File: src/rtl/rgb_median_filter_3x3_core_assert.svh
// Assertion macros for the 3x3 median filter core.
// The including module supplies clk_i and rst_ni.
`ifndef RGB_MEDIAN_FILTER_3X3_CORE_ASSERT_SVH
`define RGB_MEDIAN_FILTER_3X3_CORE_ASSERT_SVH

// Same-cycle implication, disabled during reset.
`define RMF3_ASSERT_IMPL(lbl, ante, cons, msg) \
  lbl: assert property (@(posedge clk_i) disable iff (!rst_ni) (ante) |-> (cons)) \
    else $error(msg);

// Next-cycle implication, disabled during reset.
`define RMF3_ASSERT_NEXT(lbl, ante, cons, msg) \
  lbl: assert property (@(posedge clk_i) disable iff (!rst_ni) (ante) |=> (cons)) \
    else $error(msg);

`endif

File: src/rtl/rmf3_pkg.sv
package rmf3_pkg;

  localparam int unsigned CHAN_W     = 8;
  localparam int unsigned PIX_W      = 3 * CHAN_W;
  localparam int unsigned WIN_N      = 9;
  localparam int unsigned WIDTH_W    = 11;
  localparam int unsigned HEIGHT_W   = 12;
  localparam int unsigned CFG_IDX_W  = 2;
  localparam int unsigned CFG_DATA_W = 12;

  localparam logic [CFG_IDX_W-1:0] CFG_FRAME_WIDTH  = 2'd0;
  localparam logic [CFG_IDX_W-1:0] CFG_FRAME_HEIGHT = 2'd1;

  localparam logic REQ_PIXEL = 1'b0;
  localparam logic REQ_FLUSH = 1'b1;

  localparam logic [WIDTH_W-1:0]  WIDTH_RST  = 11'd640;
  localparam logic [HEIGHT_W-1:0] HEIGHT_RST = 12'd480;

  typedef struct packed {
    logic              req_type;
    logic [CHAN_W-1:0] red_in;
    logic [CHAN_W-1:0] green_in;
    logic [CHAN_W-1:0] blue_in;
  } pix_req_t;

  typedef struct packed {
    logic [CHAN_W-1:0] median_red;
    logic [CHAN_W-1:0] median_green;
    logic [CHAN_W-1:0] median_blue;
    logic              frame_end;
  } pix_res_t;

endpackage

File: src/rtl/rmf3_median.sv
module rmf3_median (
  input  logic [rmf3_pkg::WIN_N-1:0][rmf3_pkg::CHAN_W-1:0] vals_i,
  input  logic [rmf3_pkg::WIN_N-1:0]                       mask_i,
  input  logic [2:0]                                       k_i,
  output logic [rmf3_pkg::CHAN_W-1:0]                      med_o
);

  logic [rmf3_pkg::WIN_N-1:0] sel;

  // Rank each value, ties broken by position; pick the one at rank k.
  always_comb begin
    logic [3:0] rank;
    sel = '0;
    for (int i = 0; i < rmf3_pkg::WIN_N; i++) begin
      rank = '0;
      for (int j = 0; j < rmf3_pkg::WIN_N; j++) begin
        if (j != i && mask_i[j] &&
            ((vals_i[j] < vals_i[i]) || ((vals_i[j] == vals_i[i]) && (j < i)))) begin
          rank = rank + 4'd1;
        end
      end
      sel[i] = mask_i[i] && (rank == {1'b0, k_i});
    end
  end

  always_comb begin
    med_o = '0;
    for (int i = 0; i < rmf3_pkg::WIN_N; i++) begin
      med_o = med_o | (vals_i[i] & {rmf3_pkg::CHAN_W{sel[i]}});
    end
  end

endmodule

File: config.mk
export PLATFORM = sky130hd
export DESIGN_NAME = rmf3_median
export DESIGN_NICKNAME = d
export VERILOG_FILES = /design/src/rtl/rgb_median_filter_3x3_core_assert.svh /design/src/rtl/rmf3_pkg.sv /design/src/rtl/rmf3_median.sv
export SDC_FILE = /design/constraint.sdc
export NUM_CORES = 1
export LEC_CHECK = 0
export BUFFER_PORTS_ARGS = -buffer_cell sky130_fd_sc_hd__buf_4
export CAP_MARGIN = 20
export CORE_UTILIZATION = 45
export DETAILED_ROUTE_END_ITERATION = 10
export PLACE_DENSITY = 0.68
export SETUP_SLACK_MARGIN = 0.4
export SYNTH_ARGS = -nofsm -noshare
export SYNTH_HDL_FRONTEND = slang
export SYNTH_SLANG_ARGS = --single-unit
File: constraint.sdc
create_clock -name vclk -period 11.7
set_input_delay 0.585 -clock vclk [all_inputs]
set_output_delay 0.585 -clock vclk [all_outputs]
set_load 0.005 [all_outputs]
==> run summary <==
The run finished with clean final reports. The number of vias per cell was 6.527; the sequential area share after synthesis was 0%. The tools report the largest net degree at the start of global routing as 19.

The buffer count from post-CTS setup fixing was 0; the number of maximum-capacitance violations was 0. The final sum of negative setup slack is 0 ns, and the count of buffers inserted at the top-level ports is 92. Summing all multi-input logic gate instances after layout gives 11810 sq um. The number of warnings issued by yosys is 0, and the final routed DRC violation total is 0. The number of antenna violations at the first check in global routing is 0. The logs give 0 for the residual antenna-violating net count after detailed routing and 12.39k for the number of global-route vias before repair.

The layout cell share with drive strength beyond 1 is 9.820%, and the width of the die is 168.3 microns. The library cell used most frequently in the layout, excluding fill and tap cells, is ha_1. Setup repair after global routing left no endpoint under its margin. The average instance in the mapped netlist occupies 7.803 sq um. Data on the critical path is required at its endpoint by 11.12 ns. The final cell utilization of the core came out at 49.93%. The congestion estimate from routability-driven global placement came to 1.019.

The detail-routed net length per standard cell is 23.85 microns, and the synthesized cell area is 12450 sq um. After layout, the minimum clock period comes to 8.328 ns. In this run the count of I/O pins placed on the die edge is 92.

STA classifies the critical path endpoint as an output port. After global routing the overflow that remains totals 0. The critical path is of the in2out type.

The maximum cell stage delay along the critical path came out at 0.45 ns. The area of the die is 28330 sq um. Data arrives at the worst endpoint at 7.74 ns. The core region is 27030 sq um.

The die is 168.3 microns tall. Leaving out fill and tap cells, the most frequent cells in the layout are ha_1, inv_1, nand2_1, a21oi_1, buf_4. Based on the critical path, the design can be clocked at up to 0.1201 GHz.

The max-slew violation count was 0; the count of final hold-check violations was 0. The worst hold path terminates at med_o[0]. For the number of nets in the finished design, the log shows 2107. The tightest min-delay check is of the in2out type. Fill cells in the final layout number 2682. The worst hold path was traced through 3 stages. The logs give 1172 for the count of routing violations after the opening detailed-route iteration and 0 for the count of hold buffers inserted by post-cts repair. Summing all flip-flop and latch instances after layout gives 0 sq um. The first global-routing pass estimated 72020 microns of wire. The number of different library cells used by synthesis comes to 99.

Number of gates resized after cts: 0. The logs give 0 for the clock tree buffer count of the final layout and 0 for the final setup violation count. The first detailed-routing pass took 6 iterations. The sequential cell count was 0; the total nets after synthesis was 2030. Of all nets on the critical path, the largest fanout is 8. The slowest library cell on the worst path was a2111o_1. Synthesis produced 1595 cells.

In this run the most critical hold path is launched from vals_i[8]. The worst setup path is launched from an input port. For this run, the total global-route usage over all layers was measured as 33.33%. After detailed routing, the total wire length is 48000 microns.

The detailed-placement wirelength estimate is 38500 microns, and the actual transition at the worst max-transition pin is 1.101 ns. The worst path uses 71.18% of the clock period. Counting stages on the worst path, the most repeated cell is ha_1. In this run the tightest slew margin relative to its limit is 26.17%. Across all layers, the routed design uses 13.13k vias.

The initial utilization of the core area, before any placement, comes to 46.05%. Number of rows in the core area: 60. Relative to the synthesized area, the layout overhead comes to 8.425%.
-- synthesized netlist by cell type (6+ instances only) --
cell type,n,area [sq um]
and2_1,15,93.84
inv_1,140,525.5
nand3_1,41,205.2
a32o_1,15,150.1
xnor2_2,9,146.4
xor2_1,46,402.9
or3_1,12,75.07
a211o_1,10,87.58
a21oi_1,115,575.6
ha_1,351,4392
o211ai_1,39,292.8
nor2_1,75,281.5
o22ai_1,8,50.05
mux2i_1,16,160.2
o21bai_1,10,75.07
a31oi_1,14,87.58
clkbuf_1,10,37.54
and3_1,11,68.82
a21o_1,21,157.7
nand4_1,57,356.6
or2_2,9,56.30
o21ai_1,12,60.06
o21ai_0,73,365.4
xnor2_1,74,648.1
o2111ai_1,10,87.58
nor2b_1,39,244.0
a211oi_1,12,90.09
xnor3_1,7,157.7
nand2_1,116,435.4
nor3_1,32,160.2
o21a_1,20,150.1
xor3_1,6,142.6
o211a_1,7,70.07
mux2_2,13,146.4
a2bb2oi_1,9,78.83
a2111o_1,8,90.09
nand2b_1,13,81.33
and4_1,12,105.1
-- cell families after synthesis --
group	Yosys count	share of synthesized area, %
compound gates	442	24.67
xor+xnor	147	12.94
fa+ha+maj	351	35.29
buf+inv	164	5.107
mux	29	2.463
simple gates	462	19.53
-- how the worst max path moves through the flow --
stage	endpoint	start	slack [ns]
after floorplan	med_o[1]	vals_i[49]	4.86
after global placement	med_o[1]	vals_i[49]	3.60
after detailed placement	med_o[0]	vals_i[49]	3.54
after CTS	med_o[0]	vals_i[49]	3.51
after global routing	med_o[0]	vals_i[49]	2.87
final	med_o[2]	vals_i[49]	3.37
-- worst max-delay path, delay by kind of cell --
| kind | cells | cell delay, ns |
|---|---|---|
| adder cells (fa/ha/maj) | 7 | 1.95 |
| AO/OA/AOI/OAI | 9 | 1.86 |
| AND/OR/NAND/NOR | 11 | 1.33 |
| buffers and inverters | 9 | 1.25 |
| XOR/XNOR | 4 | 0.77 |
-- cell type report --
| cell class | count | share of cell area [%] |
|---|---|---|
| Inverter | 144 | 4.015 |
| Timing Repair Buffer | 95 | 5.285 |
| Antenna cell | 1 | 0.01854 |
| Tap cell | 341 | 3.162 |
| Multi-Input combinational cell | 1431 | 87.52 |
-- per-stage QoR --
stage	hold slack, ns	worst slack, ns	cell area, sq um	instances
after global placement	1.562	3.595	13490	2011
final	1.569	3.372	13490	2012
after detailed placement	1.559	3.543	13490	2011
after CTS	1.563	3.508	13490	2011
after floorplan	1.286	4.858	12450	1595
after global routing	1.598	2.874	13490	2011
-- routing by layer --
layer | global-route usage, % | vias up | share of wire, %
met5 | 0 | - | 0
met4 | 15.14 | 0 | 5.3
met3 | 7.546 | 161 | 11
met2 | 54.10 | 682 | 43
met1 | 41.81 | 6121 | 40
li1 | - | 6169 | -
